[src/hw/rtl/double_buffered_gray4_framebuffer_top_macros.svh]
// Assertion macros for the gray4 framebuffer.
// Taken in by the top level; no other dependencies.
`ifndef DOUBLE_BUFFERED_GRAY4_FRAMEBUFFER_TOP_MACROS_SVH
`define DOUBLE_BUFFERED_GRAY4_FRAMEBUFFER_TOP_MACROS_SVH

// same-cycle implication
`define DBF_ASSERT_IMPL(label, clk, rst, ante, cons, msg) \
   label: assert property (@(posedge clk) disable iff (rst) (ante) |-> (cons)) \
      else $error(msg);

// next-cycle implication
`define DBF_ASSERT_NEXT(label, clk, rst, ante, cons, msg) \
   label: assert property (@(posedge clk) disable iff (rst) (ante) |=> (cons)) \
      else $error(msg);

`endif

[src/hw/rtl/dbgfb_pkg.sv]
// Shared types, op codes and constants for the gray4 framebuffer.
// No dependencies.
package dbgfb_pkg;

   localparam int SCREEN_WIDTH_DEF  = 128;
   localparam int SCREEN_HEIGHT_DEF = 128;
   localparam int STORE_BYTES_DEF   = 8192;

   // widest byte address any legal STORE_BYTES needs
   localparam int ADDR_MAX_W  = 15;
   localparam int QUEUE_DEPTH = 2;

   localparam logic [2:0] OP_SET_PIXEL = 3'd0;
   localparam logic [2:0] OP_CLEAR     = 3'd1;
   localparam logic [2:0] OP_PRESENT   = 3'd2;
   localparam logic [2:0] OP_DONE      = 3'd3;
   localparam logic [2:0] OP_READ      = 3'd4;

   localparam logic [7:0] MASK_LO = 8'h0F;
   localparam logic [7:0] MASK_HI = 8'hF0;
   localparam logic [7:0] BYTE_ZERO = 8'h00;

   typedef enum logic [2:0] {
      CMD_NOP,
      CMD_PIXEL,
      CMD_CLEAR,
      CMD_PRESENT,
      CMD_DONE,
      CMD_READ
   } cmd_kind_type;

   typedef struct packed {
      cmd_kind_type          kind;
      logic                  hit;       // address is on screen / inside the store
      logic                  nibble_lo; // odd x: low nibble
      logic [3:0]            gray;
      logic [ADDR_MAX_W-1:0] addr;
   } cmd_type;

   function automatic int addr_width(int n);
      return (n > 1) ? $clog2(n) : 1;
   endfunction

endpackage

[src/hw/rtl/dbgfb_back.sv]
// Back end: pops commands, runs the read-modify-write, clear and read
// sequences on both frame stores and owns the result register. Depends on dbgfb_pkg.
module dbgfb_back #(
   parameter int STORE_BYTES = dbgfb_pkg::STORE_BYTES_DEF,
   parameter int AW          = dbgfb_pkg::addr_width(STORE_BYTES)
) (
   input  logic               clock,
   input  logic               reset,
   input  logic               pop_valid,
   output logic               pop_ready,
   input  dbgfb_pkg::cmd_type pop_cmd,
   output logic               init_done,
   output logic               we_a,
   output logic               we_b,
   output logic [AW-1:0]      wr_addr,
   output logic [7:0]         wr_data,
   output logic [AW-1:0]      rd_addr,
   input  logic [7:0]         rd_data_a,
   input  logic [7:0]         rd_data_b,
   output logic               rsp_valid,
   input  logic               rsp_ready,
   output logic               rsp_accepted,
   output logic               rsp_busy_now,
   output logic [7:0]         rsp_read_byte
);

   typedef enum logic [2:0] {
      ST_INIT,
      ST_IDLE,
      ST_FETCH,
      ST_MERGE,
      ST_CLEAR,
      ST_HOLD
   } state_type;

   localparam logic [AW-1:0] LAST_ADDR = AW'(STORE_BYTES - 1);

   state_type          state_ff, state_in;
   dbgfb_pkg::cmd_type cmd_ff, cmd_in;
   logic [AW-1:0]      cnt_ff, cnt_in;
   logic               draw_is_b_ff, draw_is_b_in;
   logic               busy_ff, busy_in;
   logic               rsp_valid_ff, rsp_valid_in;
   logic               rsp_accepted_ff, rsp_accepted_in;
   logic               rsp_busy_now_ff, rsp_busy_now_in;
   logic [7:0]         rsp_read_byte_ff, rsp_read_byte_in;
   logic               pend_acc_ff, pend_acc_in;
   logic [7:0]         pend_byte_ff, pend_byte_in;

   always_comb begin
      logic       out_free;
      logic       fin;
      logic       fin_acc;
      logic [7:0] fin_byte;
      logic [7:0] draw_byte;
      logic [7:0] tx_byte;

      state_in         = state_ff;
      cmd_in           = cmd_ff;
      cnt_in           = cnt_ff;
      draw_is_b_in     = draw_is_b_ff;
      busy_in          = busy_ff;
      rsp_valid_in     = rsp_valid_ff;
      rsp_accepted_in  = rsp_accepted_ff;
      rsp_busy_now_in  = rsp_busy_now_ff;
      rsp_read_byte_in = rsp_read_byte_ff;
      pend_acc_in      = pend_acc_ff;
      pend_byte_in     = pend_byte_ff;
      pop_ready        = 1'b0;
      we_a             = 1'b0;
      we_b             = 1'b0;
      wr_addr          = cmd_ff.addr[AW-1:0];
      wr_data          = dbgfb_pkg::BYTE_ZERO;
      rd_addr          = cmd_ff.addr[AW-1:0];
      fin              = 1'b0;
      fin_acc          = 1'b0;
      fin_byte         = dbgfb_pkg::BYTE_ZERO;
      draw_byte        = draw_is_b_ff ? rd_data_b : rd_data_a;
      tx_byte          = draw_is_b_ff ? rd_data_a : rd_data_b;
      out_free         = !rsp_valid_ff || rsp_ready;

      if (rsp_valid_ff && rsp_ready) begin
         rsp_valid_in = 1'b0;
      end

      case (state_ff)
         ST_INIT: begin
            we_a    = 1'b1;
            we_b    = 1'b1;
            wr_addr = cnt_ff;
            cnt_in  = cnt_ff + AW'(1);
            if (cnt_ff == LAST_ADDR) begin
               cnt_in   = '0;
               state_in = ST_IDLE;
            end
         end
         ST_IDLE: begin
            pop_ready = 1'b1;
            if (pop_valid) begin
               cmd_in = pop_cmd;
               case (pop_cmd.kind)
                  dbgfb_pkg::CMD_PIXEL,
                  dbgfb_pkg::CMD_READ: begin
                     if (pop_cmd.hit) begin
                        state_in = ST_FETCH;
                     end else begin
                        fin = 1'b1;
                     end
                  end
                  dbgfb_pkg::CMD_CLEAR: begin
                     cnt_in   = '0;
                     state_in = ST_CLEAR;
                  end
                  dbgfb_pkg::CMD_PRESENT: begin
                     fin = 1'b1;
                     if (!busy_ff) begin
                        draw_is_b_in = !draw_is_b_ff;
                        busy_in      = 1'b1;
                        fin_acc      = 1'b1;
                     end
                  end
                  dbgfb_pkg::CMD_DONE: begin
                     busy_in = 1'b0;
                     fin     = 1'b1;
                  end
                  default: fin = 1'b1;
               endcase
            end
         end
         // RAM samples rd_addr this cycle; data shows up in ST_MERGE
         ST_FETCH: state_in = ST_MERGE;
         ST_MERGE: begin
            fin = 1'b1;
            if (cmd_ff.kind == dbgfb_pkg::CMD_PIXEL) begin
               we_a    = !draw_is_b_ff;
               we_b    = draw_is_b_ff;
               wr_data = cmd_ff.nibble_lo ?
                         ((draw_byte & dbgfb_pkg::MASK_HI) | {4'h0, cmd_ff.gray}) :
                         ((draw_byte & dbgfb_pkg::MASK_LO) | {cmd_ff.gray, 4'h0});
               fin_acc = 1'b1;
            end else begin
               fin_byte = tx_byte;
            end
         end
         ST_CLEAR: begin
            we_a    = !draw_is_b_ff;
            we_b    = draw_is_b_ff;
            wr_addr = cnt_ff;
            cnt_in  = cnt_ff + AW'(1);
            if (cnt_ff == LAST_ADDR) begin
               cnt_in = '0;
               fin    = 1'b1;
            end
         end
         ST_HOLD: begin
            if (out_free) begin
               rsp_valid_in     = 1'b1;
               rsp_accepted_in  = pend_acc_ff;
               rsp_busy_now_in  = busy_ff;
               rsp_read_byte_in = pend_byte_ff;
               state_in         = ST_IDLE;
            end
         end
         default: state_in = ST_IDLE;
      endcase

      if (fin) begin
         if (out_free) begin
            rsp_valid_in     = 1'b1;
            rsp_accepted_in  = fin_acc;
            rsp_busy_now_in  = busy_in;
            rsp_read_byte_in = fin_byte;
            state_in         = ST_IDLE;
         end else begin
            pend_acc_in  = fin_acc;
            pend_byte_in = fin_byte;
            state_in     = ST_HOLD;
         end
      end
   end

   always_ff @(posedge clock) begin
      if (reset) begin
         state_ff     <= ST_INIT;
         cnt_ff       <= '0;
         draw_is_b_ff <= 1'b0;
         busy_ff      <= 1'b0;
         rsp_valid_ff <= 1'b0;
      end else begin
         state_ff     <= state_in;
         cnt_ff       <= cnt_in;
         draw_is_b_ff <= draw_is_b_in;
         busy_ff      <= busy_in;
         rsp_valid_ff <= rsp_valid_in;
      end
      cmd_ff           <= cmd_in;
      rsp_accepted_ff  <= rsp_accepted_in;
      rsp_busy_now_ff  <= rsp_busy_now_in;
      rsp_read_byte_ff <= rsp_read_byte_in;
      pend_acc_ff      <= pend_acc_in;
      pend_byte_ff     <= pend_byte_in;
   end

   assign init_done     = (state_ff != ST_INIT);
   assign rsp_valid     = rsp_valid_ff;
   assign rsp_accepted  = rsp_accepted_ff;
   assign rsp_busy_now  = rsp_busy_now_ff;
   assign rsp_read_byte = rsp_read_byte_ff;

endmodule

[config.mk]
export PLATFORM = sky130hd
export DESIGN_NAME = dbgfb_back
export DESIGN_NICKNAME = d
export VERILOG_FILES = /design/src/hw/rtl/double_buffered_gray4_framebuffer_top_macros.svh /design/src/hw/rtl/dbgfb_pkg.sv /design/src/hw/rtl/dbgfb_back.sv
export SDC_FILE = /design/constraint.sdc
export NUM_CORES = 1
export LEC_CHECK = 0
export BUFFER_PORTS_ARGS = -buffer_cell sky130_fd_sc_hd__buf_4
export CORE_ASPECT_RATIO = 1.4
export CORE_MARGIN = 1.5
export CORE_UTILIZATION = 46
export DETAILED_ROUTE_END_ITERATION = 7
export GPL_ROUTABILITY_DRIVEN = 0
export PLACE_DENSITY = 0.88
export REMOVE_ABC_BUFFERS = 1
export SLEW_MARGIN = 20
export SYNTH_ARGS = -nofsm -noshare
export SYNTH_HDL_FRONTEND = slang
export SYNTH_SLANG_ARGS = --single-unit
[constraint.sdc]
create_clock -name clock -period 2.36 [get_ports clock]
set_input_delay 0.236 -clock clock [delete_from_list [all_inputs] [get_ports clock]]
set_output_delay 0.236 -clock clock [all_outputs]
set_load 0.05 [all_outputs]
After elaboration in Yosys (flattened, before gate mapping)

Cells that the tools add are included.

Word-level logic and storage cells: 109
Output and inout port bits: 49
Register bits: 59

Bitwise logic cells: 4
Reductions and logical operators: 15
$add $sub $neg: 1
Equal/unequal tests: 20
Multiplexer cells: 55

Operators with widths:

| operator                                                                | number |
|---|---|
| 8-bit 2-to-1 mux                                                        | 11 |
| 13-bit 2-to-1 mux                                                       | 4 |
| 13-bit one-hot mux with 2 select lines                                  | 1 |
| 1-bit 2-to-1 mux                                                        | 25 |
| 3-bit 2-to-1 mux                                                        | 6 |
| 3-bit one-hot mux with 5 select lines                                   | 1 |
| 13-bit by 1-bit adder with 13-bit output, second input constant         | 1 |
| 13-bit equality test, second input constant                             | 1 |
| 3-bit by 2-bit equality test with 1-bit output, second input constant   | 4 |
| 3-bit equality test, second input constant                              | 4 |
| 3-bit by 1-bit equality test with 1-bit output, second input constant   | 3 |
| 3-bit inequality test, second input constant                            | 3 |
| 1-bit one-hot mux with 3 select lines                                   | 3 |
| 4-bit by 8-bit OR with 8-bit output                                     | 1 |
| 8-bit by 4-bit OR with 8-bit output                                     | 1 |
| 1-bit one-hot mux with 2 select lines                                   | 3 |
| 3-bit one-hot mux with 2 select lines                                   | 1 |
| 6-bit AND reduction                                                     | 1 |
| 2-bit OR reduction                                                      | 3 |
| 2-bit by 1-bit inequality test with 1-bit output, second input constant | 2 |
| 4-bit by 2-bit inequality test with 1-bit output, second input constant | 1 |
| 4-bit inequality test, second input constant                            | 1 |
| 2-bit AND reduction                                                     | 2 |
| 4-bit AND reduction                                                     | 1 |
| other kinds (9)                                                         | 11 |

Logic depth before layout (Yosys ltp)

Gate-level depths: netlist of the first run.

Depth after elaboration: 7
Depth in mapped cells: 7
Depth with buffers taken out: 6

Worst setup path before layout of the first run

Ideal clock, no wire load.

Path kind: register to output
Start: reg draw_is_b_ff
End: out wr_data[4]
Data arrival time: 2489 ps
Cell stages (with the launch flop): 5
Path slack: -365 ps
Buffers on the path: 2
Path through: dfxtp_1 -> clkbuf_1 -> buf_1 -> mux2i_1 -> a211oi_1

Word-level cells in the longest chain between the ends: 5

Ends and longest elaborated chain:

| element                             | RTL line          | text |
|---|---|---|
| start: declaration                  | dbgfb_back.sv:41  | `logic draw_is_b_ff, draw_is_b_in;` |
| start signal: assignment            | dbgfb_back.sv:192 | `draw_is_b_ff <= draw_is_b_in;` |
| 8-bit 2-to-1 mux                    | dbgfb_back.sv:78  | `draw_byte = draw_is_b_ff ? rd_data_b : rd_data_a;` |
| 8-bit by 4-bit OR with 8-bit output | dbgfb_back.sv:138 | `((draw_byte & dbgfb_pkg::MASK_HI) \| {4'h0, cmd_ff.gray}) :` |
| 8-bit 2-to-1 mux                    | dbgfb_back.sv:137 | `wr_data = cmd_ff.nibble_lo ?` |
| 8-bit 2-to-1 mux                    | dbgfb_back.sv:134 | `if (cmd_ff.kind == dbgfb_pkg::CMD_PIXEL) begin` |
| 8-bit 2-to-1 mux                    | dbgfb_back.sv:86  | `case (state_ff)` |
| end: declaration                    | dbgfb_back.sv:16  | `output logic [7:0] wr_data,` |

Every way passes these cells.

Final worst setup path of the first run

Start: reg cnt_ff[8]
End: reg rsp_read_byte_ff[0], in the netlist rsp_read_byte[0]

Word-level cells in the longest chain between the ends: 4

Ends and longest elaborated chain:

| element                               | RTL line          | text |
|---|---|---|
| start: declaration                    | dbgfb_back.sv:40  | `logic [AW-1:0] cnt_ff, cnt_in;` |
| start signal: assignment              | dbgfb_back.sv:191 | `cnt_ff <= cnt_in;` |
| 13-bit equality test                  | dbgfb_back.sv:150 | `if (cnt_ff == LAST_ADDR) begin` |
| 1-bit 2-to-1 mux                      | dbgfb_back.sv:150 |  |
| 1-bit one-hot mux with 3 select lines | dbgfb_back.sv:86  |  |
| 8-bit 2-to-1 mux                      | dbgfb_back.sv:167 | `if (fin) begin` |
| named net rsp_read_byte_in[0]         | dbgfb_back.sv:46  | `logic [7:0] rsp_read_byte_ff, rsp_read_byte_in;` |
| end signal: assignment                | dbgfb_back.sv:199 | `rsp_read_byte_ff <= rsp_read_byte_in;` |
| end: declaration                      | dbgfb_back.sv:46  |  |

The timed path passes the listed nets, and every way through them passes these cells.
A chain may end at the register's enable or synchronous reset.

==> results of run 1 <==
cell usage after synthesis (2+ instances only):
cell type	instances	area share, %
nand2_1	58	7.2
nor2_1	44	5.5
edfxtp_1	30	30
dfxtp_1	29	19
mux2_2	18	6.7
mux2i_1	16	5.3
a21oi_1	15	2.5
buf_4	13	3.2
clkbuf_1	10	1.2
o21ai_0	7	1.2
xor2_1	7	2.0
nand2b_1	5	1.0
nand3_1	5	0.83
nand4_1	5	1.0
a211oi_1	4	0.99
inv_1	4	0.50
a31oi_1	3	0.62
nor2b_1	3	0.62
nor3_1	3	0.50
and3_1	2	0.41
buf_1	2	0.25
buf_6	2	0.75
nor4b_1	2	0.58
xnor2_1	2	0.58
how the worst max path moves through the flow:
stage | startpoint | to
2_1_floorplan | rsp_valid$_SDFF_PP0_ | rsp_accepted$_DFF_P_
3_3_place_gp | cnt_ff[8]$_SDFFE_PP0P_ | rsp_read_byte[5]$_DFF_P_
3_5_place_dp | cnt_ff[8]$_SDFFE_PP0P_ | rsp_read_byte[0]$_DFF_P_
4_1_cts | cnt_ff[8]$_SDFFE_PP0P_ | rsp_read_byte[0]$_DFF_P_
5_1_grt | state_ff[1]$_SDFFE_PP0P_ | wr_data[7]
6_report | cnt_ff[8]$_SDFFE_PP0P_ | rsp_read_byte[0]$_DFF_P_
flip-flops by register name, indices dropped and copies added, names as in the netlist:
| register | count |
|---|---|
| busy_ff | 1 |
| cmd_ff | 8 |
| cnt_ff | 13 |
| draw_is_b_ff | 1 |
| pend_acc_ff | 1 |
| pend_byte_ff | 8 |
| rd_addr | 13 |
| rsp_accepted | 1 |
| rsp_busy_now | 1 |
| rsp_read_byte | 8 |
| rsp_valid | 1 |
| state_ff | 3 |
worst register-to-register path, cell delays in order (launching register included):
cell     delay (ns)
dfxtp_1        0.40
and4_1         0.28
nand3_1        0.14
or4_4          0.54
o31ai_4        0.17
buf_4          0.22
mux2_2         0.36
power groups by stage:
stage / sequential [mW] / combinational, mW / clock [mW]
after floorplan: 1.20 / 0.0865 / 0
after global placement: 1.14 / 0.264 / 0
after detailed placement: 1.14 / 0.270 / 0
after CTS: 1.12 / 0.271 / 0.986
after global routing: 1.12 / 0.287 / 1.03
final: 1.12 / 0.270 / 0.968
stage by stage:
stage / hold WS [ns] / total power, mW / worst slack (ns)
floorplan: 0.305 / 1.29 / -0.442
global placement: 0.414 / 1.40 / 0.240
detailed placement: 0.415 / 1.41 / 0.162
CTS: 0.0563 / 2.37 / 0.145
global route: 0.0527 / 2.43 / 0.0260
finish: 0.0707 / 2.36 / 0.133
layer usage:
layer / wire length [um] / global-route usage, % / vias up
met3: 435 / 5.52 / 11
met5: 0 / 0 / -
met1: 2820 / 23.8 / 1206
met4: 96 / 8.27 / 0
li1: - / - / 1254
met2: 3720 / 36.4 / 100
final cells by class:
class | count | area, um^2 | share of cell area (%)
sequential | 59 | 1480 | 37.9
multi-input combinational | 223 | 1360 | 34.8
timing repair buffer | 101 | 758 | 19.4
clock buffer | 10 | 128 | 3.26
tap | 72 | 90.1 | 2.30
clock inverter | 6 | 80.1 | 2.05
inverter | 4 | 15.0 | 0.384
logic make-up (layout without fill, tap and decap cells):
kind of cell	Yosys count	after routing	share of synthesized area, %
compound gates	40	40	8.74
fa+ha+maj	1	1	0.414
simple gates	139	139	21.0
xor+xnor	9	9	2.61
flops	59	59	49.0
mux	34	34	12.0
buf+inv	32	121	6.13
==> reports/qor.csv, run 1 <==
metric;value;unit
status;complete, but fails checks;
failing checks;DRC;
root buffer cell;clkbuf_8;
synthesized cell area;3020;um^2
CP max stage cell;or4_4;
reg2reg start;cnt_ff[8]$_SDFFE_PP0P_;
Ports;93;
Area Overhead vs Synth;29.5;%
Die Y;98.9;um
DR WL/cell;14.9;um
Hold Path Class;in2reg;
worst skew pair latency;0.34;ns
period utilisation layout;94.4;%
H-tree level count;3;
Hold Vio Cnt, Final;0;
CTS tree;yes;
CTS Hold Bufs;0;
Fillers;533;
aggregate global routing overflow;0;
WHS Path Cells;1;
power share of the sequential group;47.4;%
Post-Route WL;7.07;mm
Iter 0 DRT Violations;137;
Period minus WS final;2.23;ns
cell area after placement;3700;um^2
Post-Layout Cell Count;475;
worst hold start;pop_cmd[12];
Final TNS setup;0;ns
Psw;0.551;mW
site row count;34;
measured slew at the worst slew-check pin;0.773;ns
RR Endpoint;rsp_read_byte[0]$_DFF_P_;
synth unique cells;49;
Layout Skew;0.00810;ns
die width;71.5;um
Lkg Pwr;1.59;nW
mean post-synth cell area;9.62;um^2
worst path cell trace;and4_1 -> nand3_1 -> or4_4 -> o31ai_4 -> buf_4 -> mux2_2;
PwrDens;602;nW/um^2
final setup violation count;0;
Sink Count;59;
R2R setup slack;0.13;ns
Clock power frac;41.1;%
gr usage total;20.8;%
share of the yosys chip area belonging to registers;49.0;%
Post-route DRC;7;
peak supply drop;0.471;mV
via count;2571;
Post-synth EDFFs;30;
unrepaired setup endpoints after global routing;no;
max_cap viols;0;
post-synthesis cell count;314;
Critical Path Max Stage Delay;0.54;ns
dpl cells;459;
ANT nets after route;0;
share of flip-flops with an asynchronous set or reset;0;%
Max Clock Freq;449;MHz
sw frac;23.4;%
Ant. Diodes;0;
top_reg_cell synth;edfxtp_1;
fin util;62.1;%
clk slew on worst S/H paths;0.06;ns
worst-path maximum fanout;10;
max-slew violations;0;
Buf+Inv Stages, Crit Path;1;
CP Class;reg2reg;
commonest non-fill, non-tap cell in the layout;buf_4;
DP HPWL;5.32;mm
vias per inst;5.41;
combinational share of power;11.5;%
Nets;443;
Worst Path Arrival;2.45;ns
Design Area, Final;3910;um^2
Setup Buffers After CTS;0;
CP Launch Type;flip-flop;
WHS Endpoint;rd_addr[12]$_DFFE_PP_;
Initial Utilization;48.0;%
Post-CTS Resized;0;
R2R depth;6;
CP delay by family, top;simple AND/OR/NAND/NOR gates;
router iterations before antenna repair;6;
core area;6300;um^2
first-pass GRT wire length;11.5;mm
vias in the first global route;2510;
Worst slew margin;48.3;%
commonest non-fill, non-tap cells in the layout;buf_4, nand2_1, nor2_1, edfxtp_1, dfxtp_1;
Inserted Clock Buffers;9;
crit end category;flip-flop;
largest net degree at the start of global routing;19;
cell internal pwr;1.80;mW
layout cells sized above 1;34.0;%
die area;7070;um^2
port bufs;90;
synth warn;0;
Critical Path RT;2.59;ns
initial antenna violation count;0;
Stages on worst setup path;6;
synthesized flop and latch total;59;
Max Buffers Root-to-Sink;2;
(Power assumes the default switching activity.)
==> run 2, diff against run 1 <==
SETUP_SLACK_MARGIN = 0.5   (was unset)
==> run 2 against run 1 <==
Against the previous run:
- the run still ends with DRC left
- clock power about the same
- count of clock-buffer cells in the layout did not move
- sequential share of layout area shrank 4.1 points
- die area stayed put
- cell area up 14%
- sequential power barely moved
- via count is 7.2% higher
- utilization rose by 8.7 points
- critical path type unchanged
- critical endpoint is now rsp_read_byte[2]$_DFF_P_
- largest cell class is now multi-input combinational cells
- largest power group unchanged
- highest routed layer unchanged
==> reports/qor.csv, run 2 (synthesis gave the netlist of run 1 again) <==
metric;value;unit
Post-Layout Cell Count;500;
gr usage total;22.5;%
Hold Vio Cnt, Final;0;
Die Y;98.9;um
Nets;468;
vias per inst;5.51;
max-slew violations;0;
Inserted Clock Buffers;9;
dpl cells;459;
crit end category;flip-flop;
DR WL/cell;17.1;um
CTS Hold Bufs;0;
Worst slew margin;73.9;%
root buffer cell;clkbuf_8;
Initial Utilization;48.0;%
via count;2756;
Ant. Diodes;0;
Area Overhead vs Synth;47.7;%
worst path cell trace;or2_4 -> or4_4 -> o31ai_4 -> buf_6 -> mux2_4;
status;complete, but fails checks;
H-tree level count;3;
measured slew at the worst slew-check pin;0.382;ns
Iter 0 DRT Violations;181;
period utilisation layout;83.6;%
Critical Path RT;2.59;ns
Critical Path Max Stage Delay;0.57;ns
layout cells sized above 1;46.7;%
Hold Path Class;in2reg;
router iterations before antenna repair;8;
fin util;70.8;%
Period minus WS final;1.97;ns
die area;7070;um^2
Layout Skew;0.00425;ns
port bufs;90;
CTS tree;yes;
pre-CTS WS;0.162;ns
core area;6300;um^2
Fillers;435;
first-pass GRT wire length;12.5;mm
largest net degree at the start of global routing;19;
CP max stage cell;or4_4;
Post-Route WL;8.57;mm
final setup violation count;0;
Ports;93;
commonest non-fill, non-tap cell in the layout;buf_4;
Max Buffers Root-to-Sink;2;
Sink Count;59;
die width;71.5;um
aggregate global routing overflow;0;
CP Class;reg2reg;
worst skew pair latency;0.34;ns
commonest non-fill, non-tap cells in the layout;buf_4, nand2_1, nor2_1, edfxtp_1, dfxtp_1;
peak supply drop;0.457;mV
initial antenna violation count;0;
Lkg Pwr;1.79;nW
Worst Path Arrival;2.20;ns
worst-path maximum fanout;5;
DP HPWL;5.32;mm
PwrDens;534;nW/um^2
total power;2.38;mW
site row count;34;
setup ws final;0.386;ns
Post-route DRC;5;
vias in the first global route;2714;
ANT nets after route;0;
clk slew on worst S/H paths;0.06;ns
Max Clock Freq;507;MHz
max_cap viols;0;
unrepaired setup endpoints after global routing;yes;
CP Launch Type;flip-flop;
failing checks;DRC;
-- run 2: changes by cell type in the layout (fill, tap and decap cells not counted), sizes merged --
cell and change:
nand2 +1, buf +24
-- run 2: layout make-up --
type	instances	area (um^2)	share of cell area, %
clock buffers	10	128	2.86
clock inverters	6	80.1	1.80
inverters	4	15.0	0.337
multi-input cells	224	1590	35.6
flip-flops and latches	59	1500	33.7
well taps	72	90.1	2.02
repair buffers	125	1060	23.7
-- run 2: routing by layer --
layer	vias to the layer above	track usage (%)	wire length, um	share of wire, %
met2	134	40.0	4630	54
met4	0	10.2	247	2.9
met1	1297	25.2	3130	36
li1	1305	-	-	-
met3	20	5.32	564	6.6
met5	-	0	0	0
-- run 2: path summary, 6_finish.rpt --
path / start / to / slack (ns) / cells past startpoint
setup / recovery: state_ff[1]$_SDFFE_PP0P_ / rsp_read_byte[2]$_DFF_P_ / 0.39 / 5
hold / removal: pop_cmd[12] / rd_addr[12]$_DFFE_PP_ / 0.07 / 1
setup reg to reg: state_ff[1]$_SDFFE_PP0P_ / rsp_read_byte[2]$_DFF_P_ / 0.39 / 5
hold reg to reg: cnt_ff[1]$_SDFFE_PP0P_ / cnt_ff[1]$_SDFFE_PP0P_ / 0.50 / 2
-- run 2: where the power goes --
part	total (mW)	switching (mW)	leakage, nW	internal, mW
combinational	0.293	0.161	1.18	0.132
sequential	1.12	0.0214	0.514	1.10
clock	0.968	0.383	0.101	0.585
-- run 2: critical path: cells and delay by family, from the launching register on --
kind / cells / cell delay, ns
multiplexers: 1 / 0.31
AND/OR/NAND/NOR: 2 / 0.80
flip-flops: 1 / 0.34
buffers and inverters: 1 / 0.18
AO/OA/AOI/OAI: 1 / 0.24
-- run 2: metrics by stage --
step / instance area [um^2] / hold slack (ns) / TNS (ns)
finish: 4460 / 0.0686 / 0
global placement: 3700 / 0.414 / 0
detailed placement: 3700 / 0.415 / 0
global route: 4460 / 0.0530 / 0
CTS: 4120 / 0.0563 / 0
floorplan: 2850 / 0.305 / -4.30
-- run 2: timing repair --
| action | 4_1_cts | 5_1_grt |
|---|---|---|
| setup endpoints to repair | 54 | 44 |
| resized for setup | 35 | 52 |
| pin swaps | 5 | 6 |
| hold endpoints to repair | 0 | 0 |
| cloned | 1 | 1 |
| buffers inserted | 10 | 13 |
==> run 3, diff against run 2 <==
clock period = 1.7 ns   (was 2.36 ns; I/O delays follow)
==> run 3 against run 2 <==
Against the previous run:
- the run ends with DRC, setup timing left
- critical path depth grew 5
- clock power grew 45%
- sequential power grew 39%
- sequential cell count is the same
- critical path type unchanged
- via count grew 42%
- highest routed layer unchanged
==> reports/qor.csv, run 3 (synthesis gave the netlist of run 1 again) <==
metric;value;unit
crit end category;flip-flop;
Max Buffers Root-to-Sink;2;
combinational share of power;16.2;%
RR Endpoint;rsp_busy_now$_DFF_P_;
site row count;34;
Worst Path Arrival;2.45;ns
layout cells sized above 1;65.5;%
via count;3904;
Worst slew margin;39.6;%
commonest non-fill, non-tap cells in the layout;buf_4, buf_6, edfxtp_1, nand2_1, nor2_1;
DP HPWL;5.74;mm
Post-Layout Cell Count;586;
cell area after placement;3990;um^2
Ports;93;
worst-path maximum fanout;5;
period utilisation layout;130;%
port bufs;90;
cell internal pwr;2.54;mW
worst hold start;reset;
Iter 0 DRT Violations;325;
Max Clock Freq;454;MHz
reg2reg start;state_ff[1]$_SDFFE_PP0P_;
CP Launch Type;flip-flop;
largest net degree at the start of global routing;19;
clk slew on worst S/H paths;0.08;ns
Inserted Clock Buffers;9;
sw frac;28.2;%
Sink Count;59;
aggregate global routing overflow;0;
Layout Skew;0.0166;ns
Fillers;191;
Initial Utilization;48.0;%
worst skew pair latency;0.37;ns
R2R setup slack;-0.50;ns
Critical Path RT;1.95;ns
CP Class;reg2reg;
max-slew violations;0;
ANT nets after route;0;
die width;71.5;um
WHS Path Cells;2;
Psw;0.997;mW
initial antenna violation count;2;
WHS Endpoint;rsp_valid$_SDFF_PP0_;
commonest non-fill, non-tap cell in the layout;buf_4;
gr usage total;33.8;%
final setup violation count;86;
total power;3.53;mW
Post-Route WL;17.4;mm
CTS tree;yes;
Lkg Pwr;2.33;nW
vias per inst;6.66;
max_cap viols;0;
PwrDens;601;nW/um^2
router iterations before antenna repair;8;
die area;7070;um^2
root buffer cell;clkbuf_8;
Hold Path Class;in2reg;
H-tree level count;3;
Area Overhead vs Synth;94.6;%
DR WL/cell;29.7;um
power share of the sequential group;44.1;%
Hold Vio Cnt, Final;0;
measured slew at the worst slew-check pin;0.893;ns
Die Y;98.9;um
dpl cells;494;
status;complete, but fails checks;
Clock power frac;39.6;%
unrepaired setup endpoints after global routing;yes;
pre-CTS WS;-0.335;ns
R2R depth;10;
Nets;553;
Post-route DRC;14;
peak supply drop;0.623;mV
core area;6300;um^2
Design Area, Final;5880;um^2
Period minus WS final;2.20;ns
setup ws final;-0.504;ns
vias in the first global route;3602;
failing checks;DRC, setup timing;
first-pass GRT wire length;17.8;mm
-- run 3: how the worst max path moves through the flow --
stage                              from                  endpoint  slack, ns  depth (start not counted)
6_report       state_ff[1]$_SDFFE_PP0P_      rsp_busy_now$_DFF_P_      -0.50                         10
5_1_grt        state_ff[1]$_SDFFE_PP0P_      rsp_busy_now$_DFF_P_      -0.51                         10
4_1_cts        state_ff[1]$_SDFFE_PP0P_  rsp_read_byte[6]$_DFF_P_      -0.34                          6
3_5_place_dp     cnt_ff[8]$_SDFFE_PP0P_  rsp_read_byte[7]$_DFF_P_      -0.33                          6
3_3_place_gp     cnt_ff[9]$_SDFFE_PP0P_  rsp_read_byte[2]$_DFF_P_      -0.26                          6
2_1_floorplan      rsp_valid$_SDFF_PP0_      rsp_accepted$_DFF_P_      -1.10                          4
-- run 3: layer usage --
layer | GRT usage, % | wire length [um] | vias to the layer above
met4 | 23.7 | 2160 | 0
li1 | - | - | 1481
met1 | 30.8 | 4970 | 1793
met3 | 6.95 | 2090 | 206
met2 | 64.2 | 8190 | 424
met5 | 0 | 0 | -
-- run 3: power by group through the flow --
stage	sequential, mW	combinational (mW)	clock (mW)
6_report	1.56	0.574	1.40
5_1_grt	1.56	0.584	1.43
4_1_cts	1.55	0.467	1.34
3_5_place_dp	1.58	0.404	0
3_3_place_gp	1.57	0.394	0
2_1_floorplan	1.67	0.120	0
-- run 3: worst max-delay path, cell delays in order, from the launching register on --
cell and delay [ns]:
dfxtp_2 0.35, buf_6 0.11, buf_6 0.10, buf_6 0.12, buf_6 0.12, nand4bb_4 0.28
clkinvlp_4 0.20, nand4b_1 0.16, a31oi_1 0.32, nand2b_1 0.18, o311ai_4 0.13
-- run 3: layout make-up --
cell class              count  area, um^2  share of cell area [%]
clock buffers              12         155                    2.64
well taps                  72        90.1                    1.53
multi-input cells         224        2010                    34.1
diodes                      1        2.50                  0.0426
inverters                   4        18.8                   0.319
repair buffers            210        2060                    35.0
clock inverters             4        50.0                   0.851
flip-flops and latches     59        1500                    25.5
-- run 3: stage by stage --
stage / setup TNS, ns / utilization (%) / hold WS [ns]
floorplan: -18.49 / - / 0.239
global route: -23.53 / 93.3 / 0.0745
finish: -19.29 / 93.4 / 0.0766
global placement: -3.79 / 63.4 / 0.348
CTS: -8.59 / 82.2 / 0.0626
detailed placement: -4.96 / 63.4 / 0.349
-- run 3: timing repair --
item / CTS / global route
endpoints found under the setup margin: 93 / 93
pin swaps: 26 / 53
resized for setup: 137 / 125
buffers inserted: 28 / 24
endpoints found under the hold margin: 18 / 0
hold buffers: 18 / 0
gates cloned: 3 / 2
